--- config.mk ---
export PLATFORM = sky130hd
export DESIGN_NAME = css_queue
export DESIGN_NICKNAME = d
export VERILOG_FILES = /design/src/sv/css_pkg.sv /design/src/sv/css_queue.sv
export SDC_FILE = /design/constraint.sdc
export NUM_CORES = 1
export LEC_CHECK = 0
export BUFFER_PORTS_ARGS = -buffer_cell sky130_fd_sc_hd__buf_4
export CORE_AREA = 8 8 153 155
export CTS_CLUSTER_DIAMETER = 60
export DETAILED_ROUTE_END_ITERATION = 10
export DIE_AREA = 0 0 161 163
export GPL_ROUTABILITY_DRIVEN = 0
export GPL_TIMING_DRIVEN = 0
export PLACE_DENSITY = 0.73
export SYNTH_ARGS = -nofsm -noshare
export SYNTH_HDL_FRONTEND = slang
export SYNTH_SLANG_ARGS = --single-unit
--- constraint.sdc ---
create_clock -name clk_i -period 8 [get_ports clk_i]
set_clock_uncertainty 0.2 [all_clocks]
set_input_delay 0.4 -clock clk_i [delete_from_list [all_inputs] [get_ports clk_i]]
set_output_delay 0.4 -clock clk_i [all_outputs]
set_load 0.02 [all_outputs]
--- src/sv/css_pkg.sv ---
// ----------------------------------------------------------------------------
// css_pkg
// Shared widths, constants and the job record handed from the accumulating
// front end to the similarity back end.
// ----------------------------------------------------------------------------
package css_pkg;

  // Element width default and accumulator format (Q16.24 in 40 bits)
  localparam int ELEM_BITS_DEF   = 16;
  localparam int ACC_BITS        = 40;
  localparam int QUEUE_DEPTH_DEF = 2;

  // Result format: signed Q1.15, magnitude has 15 bits
  localparam int SIM_BITS = 16;
  localparam int Q_BITS   = SIM_BITS - 1;

  // Back-end arithmetic widths
  localparam int HALF_BITS = ACC_BITS / 2;           // partial-product operand
  localparam int MACC_BITS = 2 * ACC_BITS;           // partial-product accumulator
  localparam int PROD_BITS = 2 * (ACC_BITS - 1);     // norm product, norms < 2^39
  localparam int SQ_BITS   = 2 * ACC_BITS - 1;       // dot^2, |dot| <= 2^39
  localparam int LHS_SHIFT = 2 * Q_BITS;             // scale of dot^2 by 2^30
  localparam int WIDE_BITS = SQ_BITS + LHS_SHIFT;    // compare width
  localparam int BIT_IDX_BITS = $clog2(Q_BITS);

  // One finished vector pair, ready for the final ratio
  typedef struct packed {
    logic                degen;
    logic                dot_neg;
    logic [ACC_BITS-1:0] dot_mag;
    logic [ACC_BITS-1:0] norm_a;
    logic [ACC_BITS-1:0] norm_b;
  } job_t;

endpackage

--- src/sv/css_queue.sv ---
// ----------------------------------------------------------------------------
// css_queue
// Small register FIFO of finished jobs between front and back end.
// ----------------------------------------------------------------------------
module css_queue #(
  parameter int DEPTH = css_pkg::QUEUE_DEPTH_DEF
) (
  input  logic          clk_i,
  input  logic          rst_ni,
  input  logic          push_i,
  input  css_pkg::job_t push_job_i,
  output logic          full_o,
  input  logic          pop_i,
  output css_pkg::job_t pop_job_o,
  output logic          empty_o
);
  import css_pkg::*;

  localparam int PTR_W = (DEPTH > 1) ? $clog2(DEPTH) : 1;
  localparam int CNT_W = $clog2(DEPTH + 1);
  localparam logic [PTR_W-1:0] LAST_PTR = PTR_W'(DEPTH - 1);

  job_t             mem_q [DEPTH];
  logic [PTR_W-1:0] wr_ptr_q, rd_ptr_q;
  logic [CNT_W-1:0] count_q;
  logic             do_push, do_pop;

  assign full_o    = (count_q == CNT_W'(DEPTH));
  assign empty_o   = (count_q == '0);
  assign do_push   = push_i && !full_o;
  assign do_pop    = pop_i && !empty_o;
  assign pop_job_o = mem_q[rd_ptr_q];

  // Pointers and fill count
  always_ff @(posedge clk_i or negedge rst_ni) begin
    if (!rst_ni) begin
      wr_ptr_q <= '0;
      rd_ptr_q <= '0;
      count_q  <= '0;
    end else begin
      if (do_push) begin
        wr_ptr_q <= (wr_ptr_q == LAST_PTR) ? '0 : wr_ptr_q + 1'b1;
      end
      if (do_pop) begin
        rd_ptr_q <= (rd_ptr_q == LAST_PTR) ? '0 : rd_ptr_q + 1'b1;
      end
      if (do_push && !do_pop) begin
        count_q <= count_q + 1'b1;
      end else if (do_pop && !do_push) begin
        count_q <= count_q - 1'b1;
      end
    end
  end

  // Storage
  always_ff @(posedge clk_i) begin
    if (do_push) begin
      mem_q[wr_ptr_q] <= push_job_i;
    end
  end

endmodule

; Word-level counts from Yosys, hierarchy flattened
; Memory sizes are Yosys's and may differ from the RTL's.
; Index checks and enable logic that the tools add are counted.
[totals]
ff_bits = 4
ramBits = 244
in_bits = 126
output_inout_bits = 124
n_memories = 1
[op_classes]
add_sub_neg = 4
eq_ne = 1
n_mux = 6
reduce_logical = 10
[memory_table]
columns = name, words, word_bits, read_ports, rd_clocked_by_memory_dff, write_ports, line
row1 = mem_q, 2, 122, 1, 0, 1, css_queue.sv:23  ; job_t mem_q [DEPTH];
[ops]
columns = operator, n
row1 = $logic_and A1 B1 Y1, 4
row2 = $logic_not A1 Y1, 4
row3 = $mux W1, 4
row4 = $mux W2, 2
row5 = $add A1 B1 Y1 const B, 2
row6 = $add A2 B1 Y2 const B, 1
row7 = $eq A2 B2 Y1 const B, 1
row8 = $logic_not A2 Y1, 1
row9 = $reduce_bool A2 Y1, 1
row10 = $sub A2 B1 Y2 const B, 1

; Logic depth before layout (Yosys ltp)
[depth]
ltp_word = 7
mapped_depth = 7
ltp_nobuf = 7

; Worst setup path before layout
; No wires, ideal clock.
[synth_timing]
path_kind = flip-flop to flip-flop
from = register count_q[0]
to = memory mem_q[0][0] (netlist name) (enable)
setup_ps = 604
t_arrival_ps = 5715
required_ps = 7196
setup_slack_ps = 1480
path_stages_with_launch = 4
n_path_buf = 0
path_cell_list = dfrtp_1 > nand2b_1 > nand2_1 > nor2_1
[synth_between]
elab_chain_cells = 5
[synth_rtl]
columns = item, line
row1 = "start, declared", css_queue.sv:25  ; logic [CNT_W-1:0] count_q;
row2 = "start signal, assigned", css_queue.sv:48  ; count_q <= count_q + 1'b1;
row3 = "start signal, assigned", css_queue.sv:50  ; count_q <= count_q - 1'b1;
row4 = $eq A2 B2 Y1, css_queue.sv:28  ; assign full_o = (count_q == CNT_W'(DEPTH));
row5 = $logic_not A1 Y1, css_queue.sv:30  ; assign do_push = push_i && !full_o;
row6 = $logic_and A1 B1 Y1, css_queue.sv:30
row7 = $mux W1, css_queue.sv:57  ; if (do_push) begin
row8 = $mux W1 (implied by the code), css_queue.sv:58  ; mem_q[wr_ptr_q] <= push_job_i;
row9 = "end, declared", css_queue.sv:23
; No other way between the ends.

; Final worst setup path
[layout_timing]
from = register count_q[0]
to = memory mem_q[0][113] (netlist name) (enable)
; Same word-level chain as after synthesis.

==> qor.yml <==
run_status:
  status: "finished clean"
clock_network:
  cts.reportedPaths.clkPinSlew_ps: 60
  numCtsBuffers: 26
  cts.sinks: 248
  root_buffer: "clkbuf_16"
  clkLatencyLatePin_ps: 510
  cts_tree: "yes"
  h-tree-depth: 1
  cts_hold_buffers: 123
  postCtsSetupBuffers: 0
  cts.path.max_buffers: 3
  cts_resized: 0
global_route:
  grt_pass1_vias: 5979
  grt_max_degree: 63
  track_usage: 0.1567
  gr-total-overflow: 0
  antenna_found_initial: 0
  grt_pass1_wl_um: 32690
finish:
  syn2layout_area_growth_pct: 47.66
  stdcell_count: 1098
  layout-drive-gt1-share: 0.5200
  fin_area_um2: 13720
  antenna_cells: 0
  fin_nets: 932
floorplanning:
  pin_count: 250
  die_w_um: 161
  chipHeight_um: 163
  core_um2: 20820
  initial_core_util: 0.4462
  row_count: 53
  die_area_um2: 26240
pwr:
  power_density_nw_per_um2: 358.3
  pwr-share-comb: 0.391
  ir_drop_mv: 0.1960
  p_sw_frac: 0.3124
  leakage_uw: 0.005403
  p_int_uw: 3380
  p_switching_uw: 1536
  seq_power_share: 0.377
  power_frac_clock: 0.232
worst_hold_path:
  worstHoldPathType: "primary input to async pin"
detailed_routing:
  drt_iter0_markers: 181
  ant_nets: 0
  avgRoutedWirePerCell_um: 19.39
  via_count: 5175
  vias_per_cell: 4.713
  first_pass_iters: 4
  drc_errors: 0
  wl_um: 21290
setup_path:
  cp.arrival_ps: 2540
  cp_slowest_cell: "nor2_4"
  reg2reg_from: "count_q[0]$_DFFE_PN0P_"
  startpoint: "count_q[0]$_DFFE_PN0P_"
  path_cells: "nand2b_1, nand2_1, nor2_4, buf_16, buf_16, buf_16, buf_16"
  cp_max_fo: 24
  cpPeakStageDelay_ps: 450
  crit_top_cell: "buf_16"
  critical_path_required_ps: 8000
  cp_top_family: "buffers and inverters"
  cp.buffers_inverters: 4
  crit_path_start_kind: "register"
  path_class: "register to register"
  cp-end-kind: "register"
logic_synthesis:
  synth.area.top_cells: "edfxtp_1 (79%), mux2_4 (11%), mux2_2 (6.3%)"
  synth_edf_count: 244
  async_flop_share: 0.01613
  synth_top_cell_area_share: 0.7887
  netlist_area_um2: 9290
  synth-seq-cells: 248
  yosys-top-cells-count: "edfxtp_1 (244), mux2_4 (70), mux2_2 (52), buf_6 (8), buf_2 (5)"
  yosys.area.top_type: "edfxtp_1"
  yosys_warnings: 0
  synth_nets: 526
  synthCells: 399
  synth-main-ff-cell: "edfxtp_1"
  yosysMostFrequentCell: "edfxtp_1"
  synth_cell_types: 16
  yosysSeqAreaShare: 0.7995
  avgSynthCellArea_um2: 23.28
placed_design:
  post_dp_cell_area_um2: 11670
  io_buffers: 249
  dpl.hpwl_um: 13750
  dpl.cell_count: 929
sta:
  finalHoldViolCount: 0
  drv_slew: 0
  relSlewSlack: 0.4044
  tightestPinTransition_ps: 893.5
  setup_violations: 0
  min_period_ps: 2533
  fmax_ghz: 0.3947
  min_period_over_period: 0.3167
  rsz0062_at_grt: "no"
run:
  drv_cap: 0
## through the flow
| step | setup TNS, ps | util | setup WS, ps | hold slack [ps] | power, µW |
|---|---|---|---|---|---|
| after floorplan | 0 | - | 1480 | -95.59 | 3052 |
| after global placement | -124670 | 0.5525 | -1031 | -4.867 | 3727 |
| after detailed placement | 0 | 0.5606 | 5448 | -0.5027 | 3761 |
| after CTS | 0 | 0.6588 | 5441 | 12.97 | 4954 |
| after global routing | 0 | 0.6588 | 5299 | 73.46 | 5127 |
| final | 0 | 0.6588 | 5467 | 68.45 | 4916 |
## power by group through the flow
stage / Clock (µW) / Combinational (µW) / Sequential (µW)
after floorplan: 0 / 1150 / 1900
after global placement: 0 / 1790 / 1940
after detailed placement: 0 / 1880 / 1880
after CTS: 1160 / 1940 / 1850
after global routing: 1220 / 2030 / 1880
final: 1140 / 1920 / 1850
## registers in the layout (all words and copies together) (netlist names)
signal    cells
wr_ptr_q      1
rd_ptr_q      1
mem_q       244
count_q       2
## kinds of logic after synthesis
| logic type | count (synthesis) | share of synthesized area |
|---|---|---|
| buffers and inverters | 16 | 0.01481 |
| AO/OA/AOI/OAI | 1 | 0.0005382 |
| adder cells (fa/ha/maj) | 1 | 0.001347 |
| AND/OR/NAND/NOR | 6 | 0.002963 |
| multiplexers | 122 | 0.1762 |
| XOR/XNOR | 5 | 0.004715 |
| flip-flops | 248 | 0.7995 |
## cell usage in the layout (no fill, tap or decap), drive strengths merged
master       synthesis  final
buf                 14    269
edfxtp             244    244
dlygate4sd3          0    123
mux2               122    122
clkbuf               0     31
clkinv               0     12
dfrtp                4      4
xnor2                3      3
inv                  2      3
nor2                 3      3
xor2                 2      2
bufinv               0      2
nand2b               1      1
nand2                1      1
o21ai                1      1
and3                 1      1
ha                   1      1
## layer usage
| layer | vias up | wire length [µm] | GRT usage |
|---|---|---|---|
| met1 | 2561 | 8175 | 0.1752 |
| met2 | 185 | 11190 | 0.2857 |
| li1 | 2393 | - | - |
| met5 | - | 0 | 0 |
| met4 | 0 | 425 | 0.04082 |
| met3 | 36 | 1499 | 0.04803 |
## layout make-up
| cell class | count | area [µm²] |
|---|---|---|
| plain buffers | 14 | 130.1 |
| clock buffers | 31 | 690.7 |
| clock inverters | 15 | 122.6 |
| fillers | 1375 | 7104 |
| inverters | 2 | 7.507 |
| multi-input cells | 135 | 1738 |
| flip-flops and latches | 248 | 7427 |
| well taps | 275 | 344.1 |
| repair buffers | 378 | 3258 |
## final timing paths
check                                               end  slack [ps]  cells past startpoint
worst max register to register  mem_q[0][113]$_DFFE_PP_        5470                      7
worst min-delay path               wr_ptr_q$_DFFE_PN0P_          70                      2
max in group asynchronous          rd_ptr_q$_DFFE_PN0P_        7430                      2
worst max-delay path            mem_q[0][113]$_DFFE_PP_        5470                      7
min in group clk_i                 rd_ptr_q$_DFFE_PN0P_          70                      3
worst min register to register   count_q[1]$_DFFE_PN0P_         340                      1
No activity file was read; power rests on OpenSTA's default activity.
