File: src/sv/css_pkg.sv
// ----------------------------------------------------------------------------
// css_pkg
// Shared widths, constants and the job record handed from the accumulating
// front end to the similarity back end.
// ----------------------------------------------------------------------------
package css_pkg;

  // Element width default and accumulator format (Q16.24 in 40 bits)
  localparam int ELEM_BITS_DEF   = 16;
  localparam int ACC_BITS        = 40;
  localparam int QUEUE_DEPTH_DEF = 2;

  // Result format: signed Q1.15, magnitude has 15 bits
  localparam int SIM_BITS = 16;
  localparam int Q_BITS   = SIM_BITS - 1;

  // Back-end arithmetic widths
  localparam int HALF_BITS = ACC_BITS / 2;           // partial-product operand
  localparam int MACC_BITS = 2 * ACC_BITS;           // partial-product accumulator
  localparam int PROD_BITS = 2 * (ACC_BITS - 1);     // norm product, norms < 2^39
  localparam int SQ_BITS   = 2 * ACC_BITS - 1;       // dot^2, |dot| <= 2^39
  localparam int LHS_SHIFT = 2 * Q_BITS;             // scale of dot^2 by 2^30
  localparam int WIDE_BITS = SQ_BITS + LHS_SHIFT;    // compare width
  localparam int BIT_IDX_BITS = $clog2(Q_BITS);

  // One finished vector pair, ready for the final ratio
  typedef struct packed {
    logic                degen;
    logic                dot_neg;
    logic [ACC_BITS-1:0] dot_mag;
    logic [ACC_BITS-1:0] norm_a;
    logic [ACC_BITS-1:0] norm_b;
  } job_t;

endpackage

File: src/sv/css_back.sv
// ----------------------------------------------------------------------------
// css_back
// Turns one job into a Q1.15 similarity. Forms na*nb and dot^2 with a shared
// 20x20 multiplier over four partial products each, then finds the largest q
// with q^2*na*nb <= dot^2*2^30 one result bit at a time (add, then compare).
// ----------------------------------------------------------------------------
module css_back (
  input  logic                       clk_i,
  input  logic                       rst_ni,
  input  logic                       job_empty_i,
  input  css_pkg::job_t              job_i,
  output logic                       pop_o,
  output logic                       out_valid_o,
  input  logic                       out_stall_i,
  output logic signed [css_pkg::SIM_BITS-1:0] similarity_o,
  output logic                       degenerate_o
);
  import css_pkg::*;

  typedef enum logic [2:0] {
    ST_IDLE,
    ST_MUL,
    ST_ACC,
    ST_SADD,
    ST_SCMP,
    ST_DONE
  } state_e;

  localparam logic [BIT_IDX_BITS-1:0] TOP_BIT = BIT_IDX_BITS'(Q_BITS - 1);

  state_e                  state_q;
  logic                    out_valid_q;
  logic [2:0]              mstep_q;     // [2] pass, [1:0] partial product
  logic [BIT_IDX_BITS-1:0] bit_q;

  job_t                    job_q;
  logic [2*HALF_BITS-1:0]  pp_q;
  logic [MACC_BITS-1:0]    macc_q;
  logic [PROD_BITS-1:0]    prod_q;
  logic [SQ_BITS-1:0]      sq_q;
  logic [WIDE_BITS-1:0]    p_q, r_q, s_q, cand_q;
  logic [Q_BITS-1:0]       q_q;
  logic signed [SIM_BITS-1:0] sim_q;
  logic                    degen_q;

  logic [ACC_BITS-1:0]     op_x, op_y;
  logic [HALF_BITS-1:0]    half_x, half_y;
  logic [MACC_BITS-1:0]    pp_shifted, macc_next;
  logic [WIDE_BITS-1:0]    lhs;
  logic                    accept_bit;
  logic                    out_free;
  logic signed [SIM_BITS-1:0] sim_next;

  assign out_free = !out_valid_q || !out_stall_i;
  assign pop_o    = (state_q == ST_IDLE) && !job_empty_i;

  // Operand halves for the shared multiplier
  assign op_x   = mstep_q[2] ? job_q.dot_mag : job_q.norm_a;
  assign op_y   = mstep_q[2] ? job_q.dot_mag : job_q.norm_b;
  assign half_x = mstep_q[0] ? op_x[ACC_BITS-1:HALF_BITS] : op_x[HALF_BITS-1:0];
  assign half_y = mstep_q[1] ? op_y[ACC_BITS-1:HALF_BITS] : op_y[HALF_BITS-1:0];

  // Place the partial product by the weight of its halves
  always_comb begin
    pp_shifted = MACC_BITS'(pp_q);
    case (mstep_q[1:0]) inside
      2'd0:       pp_shifted = MACC_BITS'(pp_q);
      2'd1, 2'd2: pp_shifted = MACC_BITS'(pp_q) << HALF_BITS;
      default:    pp_shifted = MACC_BITS'(pp_q) << (2 * HALF_BITS);
    endcase
  end
  assign macc_next = macc_q + pp_shifted;

  // Bit trial: candidate q^2*prod against dot^2*2^30
  assign lhs        = {sq_q, {LHS_SHIFT{1'b0}}};
  assign accept_bit = (cand_q <= lhs);

  // Signed result from magnitude
  assign sim_next = job_q.degen ? '0 :
                    job_q.dot_neg ? -$signed({1'b0, q_q}) : $signed({1'b0, q_q});

  // Sequencer and output valid
  always_ff @(posedge clk_i or negedge rst_ni) begin
    if (!rst_ni) begin
      state_q     <= ST_IDLE;
      out_valid_q <= 1'b0;
      mstep_q     <= '0;
      bit_q       <= '0;
    end else begin
      if (out_valid_q && !out_stall_i && (state_q != ST_DONE)) begin
        out_valid_q <= 1'b0;
      end
      unique case (state_q)
        ST_IDLE: begin
          if (!job_empty_i) begin
            mstep_q <= '0;
            state_q <= job_i.degen ? ST_DONE : ST_MUL;
          end
        end
        ST_MUL: begin
          state_q <= ST_ACC;
        end
        ST_ACC: begin
          mstep_q <= mstep_q + 1'b1;
          if (mstep_q == 3'd7) begin
            bit_q   <= TOP_BIT;
            state_q <= ST_SADD;
          end else begin
            state_q <= ST_MUL;
          end
        end
        ST_SADD: begin
          state_q <= ST_SCMP;
        end
        ST_SCMP: begin
          if (bit_q == '0) begin
            state_q <= ST_DONE;
          end else begin
            bit_q   <= bit_q - 1'b1;
            state_q <= ST_SADD;
          end
        end
        ST_DONE: begin
          if (out_free) begin
            out_valid_q <= 1'b1;
            state_q     <= ST_IDLE;
          end
        end
        default: state_q <= ST_IDLE;
      endcase
    end
  end

  // Datapath
  always_ff @(posedge clk_i) begin
    case (state_q)
      ST_IDLE: begin
        if (!job_empty_i) begin
          job_q  <= job_i;
          macc_q <= '0;
          q_q    <= '0;
        end
      end
      ST_MUL: begin
        pp_q <= half_x * half_y;
      end
      ST_ACC: begin
        if (mstep_q[1:0] == 2'd3) begin
          macc_q <= '0;
          if (mstep_q[2]) begin
            sq_q <= macc_next[SQ_BITS-1:0];
            p_q  <= '0;
            r_q  <= '0;
            s_q  <= WIDE_BITS'(prod_q) << (2 * (Q_BITS - 1));
          end else begin
            prod_q <= macc_next[PROD_BITS-1:0];
          end
        end else begin
          macc_q <= macc_next;
        end
      end
      ST_SADD: begin
        cand_q <= p_q + r_q + s_q;
      end
      ST_SCMP: begin
        // r tracks 2*q*2^b*prod, s tracks 2^(2b)*prod for the current bit b
        if (accept_bit) begin
          p_q        <= cand_q;
          r_q        <= (r_q >> 1) + s_q;
          q_q[bit_q] <= 1'b1;
        end else begin
          r_q <= r_q >> 1;
        end
        s_q <= s_q >> 2;
      end
      ST_DONE: begin
        if (out_free) begin
          sim_q   <= sim_next;
          degen_q <= job_q.degen;
        end
      end
      default: ;
    endcase
  end

  assign out_valid_o  = out_valid_q;
  assign similarity_o = sim_q;
  assign degenerate_o = degen_q;

endmodule
File: config.mk
export PLATFORM = sky130hd
export DESIGN_NAME = css_back
export DESIGN_NICKNAME = d
export VERILOG_FILES = /design/src/sv/css_pkg.sv /design/src/sv/css_back.sv
export SDC_FILE = /design/constraint.sdc
export NUM_CORES = 2
export LEC_CHECK = 0
export BUFFER_PORTS_ARGS = -buffer_cell sky130_fd_sc_hd__clkbuf_2
export CAP_MARGIN = 20
export CORE_MARGIN = 5
export CORE_UTILIZATION = 50
export DETAILED_ROUTE_END_ITERATION = 16
export PLACE_DENSITY = 0.66
export SLEW_MARGIN = 30
export SYNTH_ARGS = -nofsm -noshare
export SYNTH_HDL_FRONTEND = slang
export SYNTH_SLANG_ARGS = --single-unit
File: constraint.sdc
create_clock -name clk_i -period 22 [get_ports clk_i]
set_input_delay 3.3 -clock clk_i [delete_from_list [all_inputs] [get_ports clk_i]]
set_output_delay 3.3 -clock clk_i [all_outputs]
set_load 0.005 [all_outputs]
# After elaboration in Yosys (flattened, before gate mapping)
# Index checks and enable logic that the tools add are counted.
word_totals:
  regBits: 878
  latch_bits: 0
  ram_bits: 0
  mem_bits_ro: 0
  input_bits: 126
  output_inout_bits: 19
  mem_count: 0
op_classes:
  add_sub_neg: 7
  multipliers: 1
  div_mod_pow: 0
  magnitude_cmp: 3
  eq_ne: 17
  shifts: 0
  mux: 38
  n_bitwise: 4
  reduce_logical: 26
op_table:
  columns: ["cell", "n"]
  rows:
  - ["$mux 109", 6]
  - ["$pmux 109 s2", 3]
  - ["$mux 80", 4]
  - ["$add 109x109->109", 2]
  - ["$pmux 80 s2", 1]
  - ["$add 108x109->109", 1]
  - ["$le 109x109->1", 1]
  - ["$add 80x80->80", 1]
  - ["$mux 40", 2]
  - ["$mux 15", 3]
  - ["$mul 20x20->40", 1]
  - ["$mux 20", 2]
  - ["$pmux 15 s2", 1]
  - ["$pmux 3 s6", 1]
  - ["$neg 15->16", 1]
  - ["$mux 3", 5]
  - ["$or 15x15->15", 1]
  - ["$reduce_and 3->1", 5]
  - ["$ne 2x2->1 const B", 7]
  - ["$eq 3x3->1 const B", 3]
  - ["$mux 4", 2]
  - ["$pmux 4 s2", 1]
  - ["$reduce_and 2->1", 4]
  - ["$eq 3x2->1 const B", 2]
  - ["22 further kinds", 36]

# Longest topological paths before layout
logic_depth:
  word_depth: 7
  ltp_mapped: 35
  depth_no_buf: 30

# Worst setup path after synthesis
# No wires, ideal clock.
synth_path:
  kind: "in2out"
  start: "input job_empty_i"
  end: "output pop_o"
  arrival_time_ns: 14.941
  t_required_ns: 18.700
  path_slack_ns: 3.759
  stages: 1
  path_cell_list: "nor4_1"
synth_via:
  elab_chain_len: 2
synth_rtl:
  columns: ["item", "line", "rtl"]
  rows:
  - ["start: declaration", "css_back.sv:10", "input logic job_empty_i,"]
  - ["$logic_not 1->1", null, null]
  - ["$logic_and 1x1->1", "css_back.sv:55", "assign pop_o = (state_q == ST_IDLE) && !job_empty_i;"]
  - ["end: declaration", "css_back.sv:12", "output logic pop_o,"]
# No other way between the ends.

# Final worst setup path
layout_path:
  start: "register mstep_q[0]"
  end: "register pp_q[36], data pin"
layout_via:
  elab_chain_len: 2
layout_rtl:
  columns: ["item", "line", "rtl"]
  rows:
  - ["start: declaration", "css_back.sv:33", "logic [2:0] mstep_q;"]
  - ["start signal: assignment", "css_back.sv:104", "mstep_q <= mstep_q + 1'b1;"]
  - ["$mux 20", "css_back.sv:60", "assign half_x = mstep_q[0] ? op_x[ACC_BITS-1:HALF_BITS] : op_x[HALF_BITS-1:0];"]
  - ["$mul 20x20->40", "css_back.sv:145", "pp_q <= half_x * half_y;"]
  - ["end signal: assignment", "css_back.sv:145", null]
  - ["end: declaration", "css_back.sv:37", "logic [2*HALF_BITS-1:0] pp_q;"]
# No other way between the ends.
# A chain may end at the register's enable or synchronous reset.

==> flow_summary_export.csv <==
group,metric,value,unit
logic_synthesis,synth_cell_types,105,
placement,detailed_place_hpwl,151000,µm
finish,final_cell_mix,"edfxtp_1 (863), nand2_1 (770), nor2_1 (590), inv_1 (551), ha_1 (530)",
worst_setup_path,crit_path_end_kind,"flop",
detailed_routing,via_per_inst,5.92,
logic_synthesis,synth-main-ff-cell,"edfxtp_1",
detailed_routing,drt_wl_total,196000,µm
placement,io_buffers,144,
status,outcome,"complete, no violations",
cts,clock_sinks,874,
timing,tns,0,ns
worst_setup_path,start_kind,"flop",
die,die-area,0.145,mm²
timing,tightestPinTransition,1.26,ns
placement,place.gp.congestion,0.954,
logic_synthesis,postSynthCellCount,6848,
worst_setup_path,cp_max_fo,36,
logic_synthesis,mappedNetlistArea,0.0688,mm²
finish,nNetsFinal,7915,
die,die_width,381,µm
logic_synthesis,syn_nets,7934,
die,chipHeight,381,µm
worst_setup_path,worstPathRequired,22.42,ns
timing,finalWorstSetupSlack,12.63,ns
finish,fin_util,54.3,%
detailed_routing,wl_per_cell,22.5,µm
timing,fmax,107,MHz
worst_setup_path,critical_path_class,"flop to flop",
detailed_routing,dr.pass1.iters,7,
detailed_routing,vias,51600,
timing,min_period,9.37,ns
logic_synthesis,synth_edf_count,863,
timing,setup_viol,0,
finish,syn_to_final_growth,8.27,%
detailed_routing,drtIter0Drc,4162,
run,cap_viol_max_count,0,
worst_setup_path,cp_data_arrival_time,9.78,ns
grt,grt.overflow.total,0,
timing,finalCritPeriodShare,42.6,%
cts,clk_latency,0.74,ns
logic_synthesis,syn_area_per_cell,10.0,µm²
finish,final_common_cell,"edfxtp_1",
timing,maxSlewViolCount,0,
timing,hold_slack,0.478,ns
logic_synthesis,synthArstFlopShare,1.26,%
worst_hold_path,hold_class,"flop to flop",
timing,skew,0.0711,ns
grt,grt_usage,26.5,%
detailed_routing,antenna_left,0,
cts,cts_hold_buf,0,
worst_setup_path,r2r_cells,26,
die,start_util,50.2,%
die,coreArea,0.137,mm²
die,rows,136,
logic_synthesis,yosys_warnings,0,
cts,cts.repair.resized,0,
die,ioPinCount,145,
cts,postCtsSetupBuffers,0,
logic_synthesis,ys_seq_elements,874,
placement,dp_worst_setup_slack,12.67,ns
timing,rsz0062_at_grt,"no",
cts,cts-htree-levels,3,
grt,grt_max_degree,215,
timing,slew_headroom,15.8,%
finish,drive_above_1_share,7.05,%
timing,hold_viol_final,0,
cts,cts_root_buf,"clkbuf_16",
detailed_routing,route.detailed.drc,0,
cts,clkTransAtPathRegs,0.06,ns
worst_hold_path,hold_depth,2,
grt,grt_pass1_wl,302000,µm
grt,antenna_found_initial,1,
cts,tritoncts,"built",
grt,grt_pass1_vias,51500,
cts,clockBufferDepth,3,
logic_synthesis,synth-seq-area-share,38.1,%
finish,diodes,0,
cts,cts_buffers,101,
state kept, by name (all words and copies together), names as in the netlist, 16 cells and up:
| signal | cells |
|---|---|
| cand_q | 109 |
| job_q | 122 |
| macc_q | 79 |
| p_q | 109 |
| pp_q | 40 |
| prod_q | 78 |
| r_q | 109 |
| s_q | 106 |
| similarity_o | 16 |
| sq_q | 79 |
cell usage after synthesis (all sizes together) (203+ instances only):
master	instances	share of area, %
edfxtp	863	38
nand2	770	4.2
nor2	592	3.2
inv	553	3.0
ha	531	9.7
a21oi	530	3.9
fa	429	12
and2	299	2.7
clkbuf	279	1.6
o21ai	270	2.0
a21o	210	2.3
xnor2	203	2.6
area by class of cell:
class	count	area (µm²)
Inverter	554	2080
Multi-Input combinational cell	5096	39300
Sequential cell	874	26200
Clock buffer	110	2560
Clock inverter	75	893
Tap cell	1794	2240
Timing Repair Buffer	202	1230
Fill cell	12100	62700
stage by stage:
stage,cells,cell area [µm²]
2_1_floorplan,6848,68800
3_3_place_gp,8519,71000
3_5_place_dp,8519,71000
4_1_cts,8704,74400
5_1_grt,8705,74500
6_report,8705,74500
cells by family (layout without fill, tap and decap cells):
group	Yosys count	in the layout	share of synthesized area [%]
AO/OA/AOI/OAI	1488	1488	13.9
XOR/XNOR	321	321	4.09
adder cells (fa/ha/maj)	960	960	22.1
buffers and inverters	878	941	4.96
flip-flops	874	874	38.1
multiplexers	122	122	1.96
AND/OR/NAND/NOR	2205	2205	14.9
critical path, stage by stage (launching register included):
cell       delay [ns]
dfrtp_2          0.46
buf_4            0.52
mux2_2           0.41
o21ai_1          0.68
nor2_1           0.15
fa_1             0.49
fa_1             0.53
inv_1            0.06
fa_1             0.54
inv_1            0.06
fa_1             0.51
fa_1             0.44
fa_1             0.55
inv_1            0.06
fa_1             0.52
inv_1            0.05
ha_1             0.39
a2111oi_0        0.40
o21ai_0          0.20
a41oi_1          0.29
a21boi_1         0.15
a31oi_1          0.47
a41o_1           0.35
o2111ai_1        0.20
a31oi_1          0.31
o21bai_1         0.11
xor2_1           0.15
layer usage:
layer | up-vias | part of all wire (%) | global-route usage (%) | routed length [µm]
met3 | 442 | 5.6 | 3.33 | 11000
met5 | - | 0 | 0 | 0
met4 | 0 | 5.2 | 11.4 | 10100
met2 | 1745 | 47 | 43.8 | 91900
li1 | 24000 | - | - | -
met1 | 25400 | 42 | 35.4 | 82700
worst paths after layout:
kind / from / endpoint / slack [ns]
worst max-delay path: mstep_q[0]$_DFFE_PN0P_ / pp_q[36]$_DFFE_PP_ / 12.63
min in group asynchronous: rst_ni / state_q[1]$_DFFE_PN0P_ / 2.47
worst min register to register: prod_q[20]$_DFFE_PP_ / s_q[48]$_DFFE_PP_ / 0.48
worst max register to register: mstep_q[0]$_DFFE_PN0P_ / pp_q[36]$_DFFE_PP_ / 12.63
worst min-delay path: prod_q[20]$_DFFE_PP_ / s_q[48]$_DFFE_PP_ / 0.48
max in group asynchronous: rst_ni / mstep_q[0]$_DFFE_PN0P_ / 19.28
Power is left out: the tool's default activity adds up to more than one toggle a clock period on the data nets, which glitch-free logic cannot reach.
