<file path="src/sv/css_pkg.sv">
// ----------------------------------------------------------------------------
// css_pkg
// Shared widths, constants and the job record handed from the accumulating
// front end to the similarity back end.
// ----------------------------------------------------------------------------
package css_pkg;

  // Element width default and accumulator format (Q16.24 in 40 bits)
  localparam int ELEM_BITS_DEF   = 16;
  localparam int ACC_BITS        = 40;
  localparam int QUEUE_DEPTH_DEF = 2;

  // Result format: signed Q1.15, magnitude has 15 bits
  localparam int SIM_BITS = 16;
  localparam int Q_BITS   = SIM_BITS - 1;

  // Back-end arithmetic widths
  localparam int HALF_BITS = ACC_BITS / 2;           // partial-product operand
  localparam int MACC_BITS = 2 * ACC_BITS;           // partial-product accumulator
  localparam int PROD_BITS = 2 * (ACC_BITS - 1);     // norm product, norms < 2^39
  localparam int SQ_BITS   = 2 * ACC_BITS - 1;       // dot^2, |dot| <= 2^39
  localparam int LHS_SHIFT = 2 * Q_BITS;             // scale of dot^2 by 2^30
  localparam int WIDE_BITS = SQ_BITS + LHS_SHIFT;    // compare width
  localparam int BIT_IDX_BITS = $clog2(Q_BITS);

  // One finished vector pair, ready for the final ratio
  typedef struct packed {
    logic                degen;
    logic                dot_neg;
    logic [ACC_BITS-1:0] dot_mag;
    logic [ACC_BITS-1:0] norm_a;
    logic [ACC_BITS-1:0] norm_b;
  } job_t;

endpackage

</file>
<file path="src/sv/css_front.sv">
// ----------------------------------------------------------------------------
// css_front
// Takes element pairs, squares and multiplies them in one registered stage,
// then adds them into three saturating accumulators. On the last pair the
// sums are classified (zero norm or not) and pushed into the job queue.
// ----------------------------------------------------------------------------
module css_front #(
  parameter int ELEM_BITS = css_pkg::ELEM_BITS_DEF
) (
  input  logic                        clk_i,
  input  logic                        rst_ni,
  input  logic                        in_valid_i,
  output logic                        in_stall_o,
  input  logic signed [ELEM_BITS-1:0] a_elem_i,
  input  logic signed [ELEM_BITS-1:0] b_elem_i,
  input  logic                        last_i,
  output logic                        push_o,
  output css_pkg::job_t               push_job_o,
  input  logic                        queue_full_i
);
  import css_pkg::*;

  localparam int PROD_W = 2 * ELEM_BITS;
  localparam int EXT_W  = (PROD_W > ACC_BITS) ? PROD_W : ACC_BITS;

  localparam logic signed [ACC_BITS-1:0] ACC_MAX = {1'b0, {(ACC_BITS-1){1'b1}}};
  localparam logic signed [ACC_BITS-1:0] ACC_MIN = {1'b1, {(ACC_BITS-1){1'b0}}};

  // Clamp a raw product into the accumulator range
  function automatic logic signed [ACC_BITS-1:0] clamp_prod(
    input logic signed [PROD_W-1:0] p
  );
    logic signed [EXT_W-1:0] p_ext;
    logic signed [EXT_W-1:0] max_ext;
    logic signed [EXT_W-1:0] min_ext;
    p_ext   = EXT_W'(p);
    max_ext = EXT_W'(ACC_MAX);
    min_ext = EXT_W'(ACC_MIN);
    if (p_ext > max_ext) begin
      clamp_prod = ACC_MAX;
    end else if (p_ext < min_ext) begin
      clamp_prod = ACC_MIN;
    end else begin
      clamp_prod = p_ext[ACC_BITS-1:0];
    end
  endfunction

  // Saturating accumulate
  function automatic logic signed [ACC_BITS-1:0] sat_add(
    input logic signed [ACC_BITS-1:0] acc,
    input logic signed [ACC_BITS-1:0] p
  );
    logic signed [ACC_BITS:0] s;
    s = {acc[ACC_BITS-1], acc} + {p[ACC_BITS-1], p};
    if (s[ACC_BITS] != s[ACC_BITS-1]) begin
      sat_add = s[ACC_BITS] ? ACC_MIN : ACC_MAX;
    end else begin
      sat_add = s[ACC_BITS-1:0];
    end
  endfunction

  logic                       s1_valid_q, s1_last_q;
  logic signed [ACC_BITS-1:0] pd_q, pa_q, pb_q;
  logic signed [ACC_BITS-1:0] dot_q, na_q, nb_q;
  logic signed [ACC_BITS-1:0] dot_d, na_d, nb_d;
  logic signed [PROD_W-1:0]   prod_ab, prod_aa, prod_bb;
  logic                       advance;
  logic                       s1_fire;

  // Hold the product stage only when a last pair finds the queue full
  assign advance    = !(s1_valid_q && s1_last_q && queue_full_i);
  assign in_stall_o = !advance;
  assign s1_fire    = s1_valid_q && advance;

  assign prod_ab = a_elem_i * b_elem_i;
  assign prod_aa = a_elem_i * a_elem_i;
  assign prod_bb = b_elem_i * b_elem_i;

  // Product stage control
  always_ff @(posedge clk_i or negedge rst_ni) begin
    if (!rst_ni) begin
      s1_valid_q <= 1'b0;
      s1_last_q  <= 1'b0;
    end else if (advance) begin
      s1_valid_q <= in_valid_i;
      s1_last_q  <= last_i;
    end
  end

  // Product stage payload
  always_ff @(posedge clk_i) begin
    if (advance && in_valid_i) begin
      pd_q <= clamp_prod(prod_ab);
      pa_q <= clamp_prod(prod_aa);
      pb_q <= clamp_prod(prod_bb);
    end
  end

  // Sums including the pair in the product stage
  assign dot_d = sat_add(dot_q, pd_q);
  assign na_d  = sat_add(na_q, pa_q);
  assign nb_d  = sat_add(nb_q, pb_q);

  // Accumulators, cleared after the last pair
  always_ff @(posedge clk_i or negedge rst_ni) begin
    if (!rst_ni) begin
      dot_q <= '0;
      na_q  <= '0;
      nb_q  <= '0;
    end else if (s1_fire) begin
      if (s1_last_q) begin
        dot_q <= '0;
        na_q  <= '0;
        nb_q  <= '0;
      end else begin
        dot_q <= dot_d;
        na_q  <= na_d;
        nb_q  <= nb_d;
      end
    end
  end

  // Classify the finished pair
  assign push_o             = s1_fire && s1_last_q;
  assign push_job_o.degen   = na_d[ACC_BITS-1] || (na_d == '0) ||
                              nb_d[ACC_BITS-1] || (nb_d == '0);
  assign push_job_o.dot_neg = dot_d[ACC_BITS-1];
  assign push_job_o.dot_mag = dot_d[ACC_BITS-1] ? (~dot_d + 1'b1) : dot_d;
  assign push_job_o.norm_a  = na_d;
  assign push_job_o.norm_b  = nb_d;

endmodule

</file>
<file path="config.mk">
export PLATFORM = sky130hd
export DESIGN_NAME = css_front
export DESIGN_NICKNAME = d
export VERILOG_FILES = /design/src/sv/css_pkg.sv /design/src/sv/css_front.sv
export SDC_FILE = /design/constraint.sdc
export NUM_CORES = 2
export LEC_CHECK = 0
export ABC_AREA = 1
export BUFFER_PORTS_ARGS = -buffer_cell sky130_fd_sc_hd__buf_2
export CORE_MARGIN = 3
export CORE_UTILIZATION = 61
export CTS_CLUSTER_DIAMETER = 80
export DETAILED_ROUTE_END_ITERATION = 7
export GPL_TIMING_DRIVEN = 0
export MAX_ROUTING_LAYER = met4
export PLACE_DENSITY = 0.87
export SYNTH_ARGS = -nofsm -noshare
export SYNTH_HDL_FRONTEND = slang
export SYNTH_SLANG_ARGS = --single-unit
</file>
<file path="constraint.sdc">
create_clock -name clk_i -period 6.1 [get_ports clk_i]
set_clock_uncertainty 0.05 [all_clocks]
set_input_delay 0.61 -clock clk_i [delete_from_list [all_inputs] [get_ports clk_i]]
set_output_delay 0.61 -clock clk_i [all_outputs]
set_load 0.03 [all_outputs]
</file>
; ---- After elaboration in Yosys (flattened, before gate mapping)
; Index checks and enable logic that the tools add are counted.
[word_totals]
ff_bits = 242
out_inout_bits = 124
elab_cells = 49
[op_classes]
bitwise = 1
addsub = 4
n_lt_le_gt_ge = 6
reduce_logical = 11
eq_ne = 3
n_mul = 3
mux = 13
[ops]
columns = op, count
row1 = 40-bit 2-to-1 mux, 13
row2 = 40-bit by 40-bit adder with 41-bit output, 3
row3 = "32-bit by 40-bit > comparator with 1-bit output, second input constant", 3
row4 = "32-bit by 40-bit less-than comparator with 1-bit output, second input constant", 3
row5 = 16-bit by 16-bit multiplier with 32-bit output, 3
row6 = 40-bit logical NOT, 2
row7 = "40-bit by 1-bit adder with 40-bit output, second input constant", 1
row8 = 40-bit inverter, 1
row9 = 1-bit logical AND, 5
row10 = 1-bit logical OR, 3
row11 = 1-bit inequality test, 3
row12 = 1-bit logical NOT, 1

; ---- Longest topological paths before layout
[logic_depth]
ltp_word = 7
depth_mapped = 33
mapped_depth_nobuf = 31

; ---- Worst setup path before layout
; No wires, ideal clock.
[synth_path]
path_kind = input-to-reg
startpoint = input b_elem_i[8]
endpoint = register pb_q[25] (data pin)
slack_ps = -153
arrival_time_ps = 5945
setup_ps = 258
cell_stages = 23
cell_sequence = clkbuf_1 -> clkbuf_1 -> nand2_1 -> fa_1 -> inv_1 -> fa_1 -> inv_1 -> fa_1 -> inv_1 -> fa_1 -> inv_1 -> fa_1 -> inv_1 -> fa_1 -> ha_1 -> a21oi_1 -> o21ai_0 -> a21oi_1 -> o21ai_0 -> a21boi_0 -> o21ai_0 -> a21oi_1 -> xnor2_1
[synth_via]
elab_chain_cells = 3
[synth_lines]
columns = item, line
row1 = "start, declared", css_front.sv:15  ; input logic signed [ELEM_BITS-1:0] b_elem_i,
row2 = 16-bit by 16-bit multiplier with 32-bit output (*), css_front.sv:77  ; assign prod_bb = b_elem_i * b_elem_i;
row3 = 32-bit by 40-bit less-than comparator with 1-bit output, css_front.sv:41  ; end else if (p_ext < min_ext) begin
row4 = 40-bit 2-to-1 mux, css_front.sv:41
row5 = "end signal, assigned", css_front.sv:95  ; pb_q <= clamp_prod(prod_bb);
row6 = "end, declared", css_front.sv:63  ; logic signed [ACC_BITS-1:0] pd_q, pa_q, pb_q;
; Mark *: on every way between the ends. The rest lies on a longest branch, timed or not.
; A chain may end at the register's enable or synchronous reset.

; ---- Final worst setup path
[layout_path]
startpoint = input b_elem_i[7]
endpoint = register pb_q[38] (data pin)
; Same word-level chain as after synthesis.

==> summary.md <==
| Metric | Value |
|---|---|
| EDFF count, synth | 95 |
| Hold_ws | between 0.2 and 0.25 ns |
| Slew Limit Fails | 0 |
| Vias | ~42k |
| Largest net degree at the start of global routing | 67 |
| Clk Latency, worst-skew pair | just over 0.6 ns |
| Endpoint, Worst Hold | s1_last_q$_DFFE_PN0N_ |
| Number of DRC markers in iteration 0 | 4290 |
| Slew @ Worst Pin | between 1 and 1.5 ns |
| CTS tree | yes |
| YS warnings | 0 |
| Share of layout cells above drive strength 1 | 0.1002 |
| I/O Pins | 161 |
| Cell row count | 100 |
| Num CTS Buffers | 30 |
| Worst-case clock buffer depth | 3 |
| Largest area contributor in the netlist | fa_1 |
| Overall routing resource usage | 0.4009 |
| Mux cell area share after synthesis | 0 |
| Compound-cell area share of the yosys netlist | 0.07969 |
| Synth Instances | about 6.1k |
| Synthesis-stage register bit count | 217 |
| Post-DR wirelength/cell | approximately 21 um |
| Avg Cell Area, Syn | around 7.6 um2 |
| MaxCap Viol Count | 0 |
| Die width | 281.1 um |
| Outcome | finished, violations left |
| Synth cell types | 51 |
| Failing checks | DRC |
| Final period utilization | 0.9835 |
| HP Class | input port to flip-flop |
| Number of vias per cell | ~5.8 |
| Crit path time final | 6.000 ns |
| Final #Nets | between 7k and 8k |
| Post-synth top flop | dfrtp_1 |
| Slew margin rel. | 0.3131 |
| Terminus of the critical flop-to-flop path | dot_q[27]$_DFFE_PN0P_ |
| CP arrival | approximately 6.3 ns |
| First-pass GRT wire length | about 230000 um |
| Worst-path maximum fanout | 10 |
| Reg2Reg Depth | 19 |
| Wirelength, routed | ~150000 um |
| Congestion Overflow GR | 0 |
| Pre-Repair DR Iteration Count | 8 |
| Reg-to-reg setup timing slack | between 1.5 and 2 ns |
| Initial antenna violation count | 6 |
| Worst r2r src | pd_q[18]$_SDFFCE_PN1P_ |
| Starting density of the core | 0.6182 |
| Root Buffer | clkbuf_16 |
| Final core utilization | 0.6869 |
| CP Capture Type | flip-flop |
| Async set-reset flop share out of synthesis | 0.5622 |
| Post-Syn Nets | 7262 |
| Clk slew on worst S/H paths | approximately 0.07 ns |
| Post-synth top cells | 1515 x nand2_1, 1492 x inv_1, 742 x fa_1 |
| Port Buffers | around 160 |
| Largest cells by area after synthesis | fa_1 32%, nand2_1 12%, inv_1 12% |
| Gp weighted congestion | 1.033 |
| Hold_sp | last_i |
| Cell chain of the critical path | buf_4, buf_8, nand2_1, inv_2, fa_2, buf_4, fa_1, inv_1, fa_1, fa_1, fa_1, fa_1, inv_1, ha_2, nand2_2, o21ai_2, nand2_1, o211a_1, o211ai_1, buf_4, a21oi_1, o21bai_1, xor2_2 |
| # setup viols final | 0 |
| Share of the synthesized area in the top cell type | 0.3217 |
| DIE AREA | 0.07904 mm2 |
| DRC | 21 |
| Clock sink total | 217 |
| Setup TNS | 0 ns |
| Max Fclk | 0.1667 GHz |
| Crit path kind | input port to flip-flop |
| Top-count cell post-synth | nand2_1 |
| Post-route ant nets | 0 |
| Hold Fails Final Rpt | 0 |
| CP required | 6.43 ns |
| Post-Synth XOR/XNOR Area | 0.03699 |
| Most used cell along the critical path | fa_1 |
| Sequential cell area fraction in the yosys report | 0.1279 |
| Post-Synth Adder-Cell Area | 0.4230 |
| Startpoint types | input port |
| Synth-to-layout area growth | 11.12% |
| Die Y | 281.1 um |
| Post-synthesis simple-gate area fraction | 0.1953 |
| CP delay by family, top | adder cells |
| Worst hold stages | 2 |
| CORE AREA | about 0.075 mm2 |
| H-tree lvl count | 1 |
| Critical path's slowest cell | fa_1 |
| Detail Placement HPWL | 127200 um |
| Largest family of logic cells by synthesized area | adder cells |
| CP peak stage delay | around 0.56 ns |
| Cell area after synthesis | 0.04618 mm2 |
| Crit path buf inv count | 7 |
| RSZ-0062 raised after global routing | true |
| Vias in the first global route | around 42k |
what timing repair did:
| action | in CTS | in global routing |
|---|---|---|
| buffers inserted | 12 | 21 |
| resized for setup | 237 | 383 |
| hold buffers | 1 | 0 |
| cloned | 0 | 1 |
| pin swaps | 8 | 38 |
| setup endpoints to repair | 78 | 64 |
| endpoints found under the hold margin | 65 | 0 |
cell usage in the layout, fill, tap and decap left out, types with 18 or more instances in the layout:
cell	instances
ha_4	29
clkbuf_16	31
clkbuf_4	33
nor3_1	33
nand3_1	204
fa_1	732
o21bai_1	20
nor2_4	18
clkbuf_1	46
nand2_1	1483
a31oi_1	24
buf_6	25
or2_2	20
dfrtp_1	122
buf_2	160
nor2_2	22
xnor2_1	62
inv_2	21
nand3_2	18
nand2_2	45
nand4_1	32
xor2_1	129
a21oi_2	23
ha_1	332
a21oi_1	228
buf_4	53
o21ai_0	304
inv_1	1473
clkbuf_2	19
edfxtp_1	95
nor2_1	312
sequential cells by signal (all words and copies together) (netlist names):
signal / cells
dot_q: 40
na_q: 40
nb_q: 40
pa_q: 31
pb_q: 31
pd_q: 33
s1_last_q: 1
s1_valid_q: 1
layout make-up:
cell class | instances | area [um2]
antenna | 3 | 7.507
buffer | 172 | 1277
clock buffer | 31 | 764.5
clock inverter | 25 | 310.3
fill | 6171 | 23390
inverter | 1500 | 5649
multi-input combinational | 4217 | 34980
sequential | 217 | 5906
tap | 969 | 1212
timing repair buffer | 194 | 1205
worst register-to-register path, stage by stage, from the launching register on:
cell and delay, ns:
edfxtp_1 0.46, ha_2 0.38, a21oi_2 0.19, o21ai_0 0.18, nand2_1 0.10, nand2_1 0.10, a21oi_2 0.17, nand2_1 0.10
a2111o_1 0.49, xor2_2 0.22, inv_2 0.06, ha_4 0.27, buf_12 0.14, nand3_4 0.19, buf_8 0.22, buf_6 0.15
buf_2 0.21, nand2_1 0.12, inv_1 0.08, o21ai_0 0.17
metal layers:
metal  vias to the layer above  part of all wire  routed length (um)  track usage
met5                         -                 0                   0            -
met4                         0             0.061                9505       0.1839
met3                       593              0.11               16740      0.08407
met2                      2376              0.45               70390       0.6226
met1                     20440              0.38               58150       0.5069
li1                      18850                 -                   -            -
stage by stage:
step | setup slack, ns | area (um2) | cells
global placement | -1.578 | 48180 | 7235
CTS | -0.007763 | 50110 | 7304
global route | -0.05554 | 51310 | 7328
detailed placement | -1.686 | 48250 | 7237
finish | 0.1004 | 51310 | 7328
floorplan | 0.001109 | 46180 | 6109
logic make-up (layout without fill, tap and decap cells):
family | after synthesis | after routing
other cells | 0 | 3
fa+ha+maj | 1116 | 1116
compound gates | 685 | 685
flops | 217 | 217
buf+inv | 1675 | 1922
simple gates | 2221 | 2221
xor+xnor | 195 | 195
worst max path at each step:
| stage | start | to | slack (ns) | cells past startpoint |
|---|---|---|---|---|
| floorplan | a_elem_i[15] | pd_q[29]$_SDFFCE_PN1P_ | 0.001 | 23 |
| CTS | a_elem_i[5] | pd_q[29]$_SDFFCE_PN1P_ | -0.008 | 26 |
| finish | b_elem_i[7] | pb_q[38]$_DFFE_PP_ | 0.10 | 23 |
| global placement | b_elem_i[8] | pd_q[38]$_SDFFCE_PN1P_ | -1.58 | 20 |
| detailed placement | b_elem_i[8] | pd_q[38]$_SDFFCE_PN1P_ | -1.69 | 20 |
| global route | a_elem_i[15] | pa_q[38]$_DFFE_PP_ | -0.06 | 22 |
Power is not shown: default switching activity piles up to over one toggle a cycle in this logic, so the estimate is an artifact.
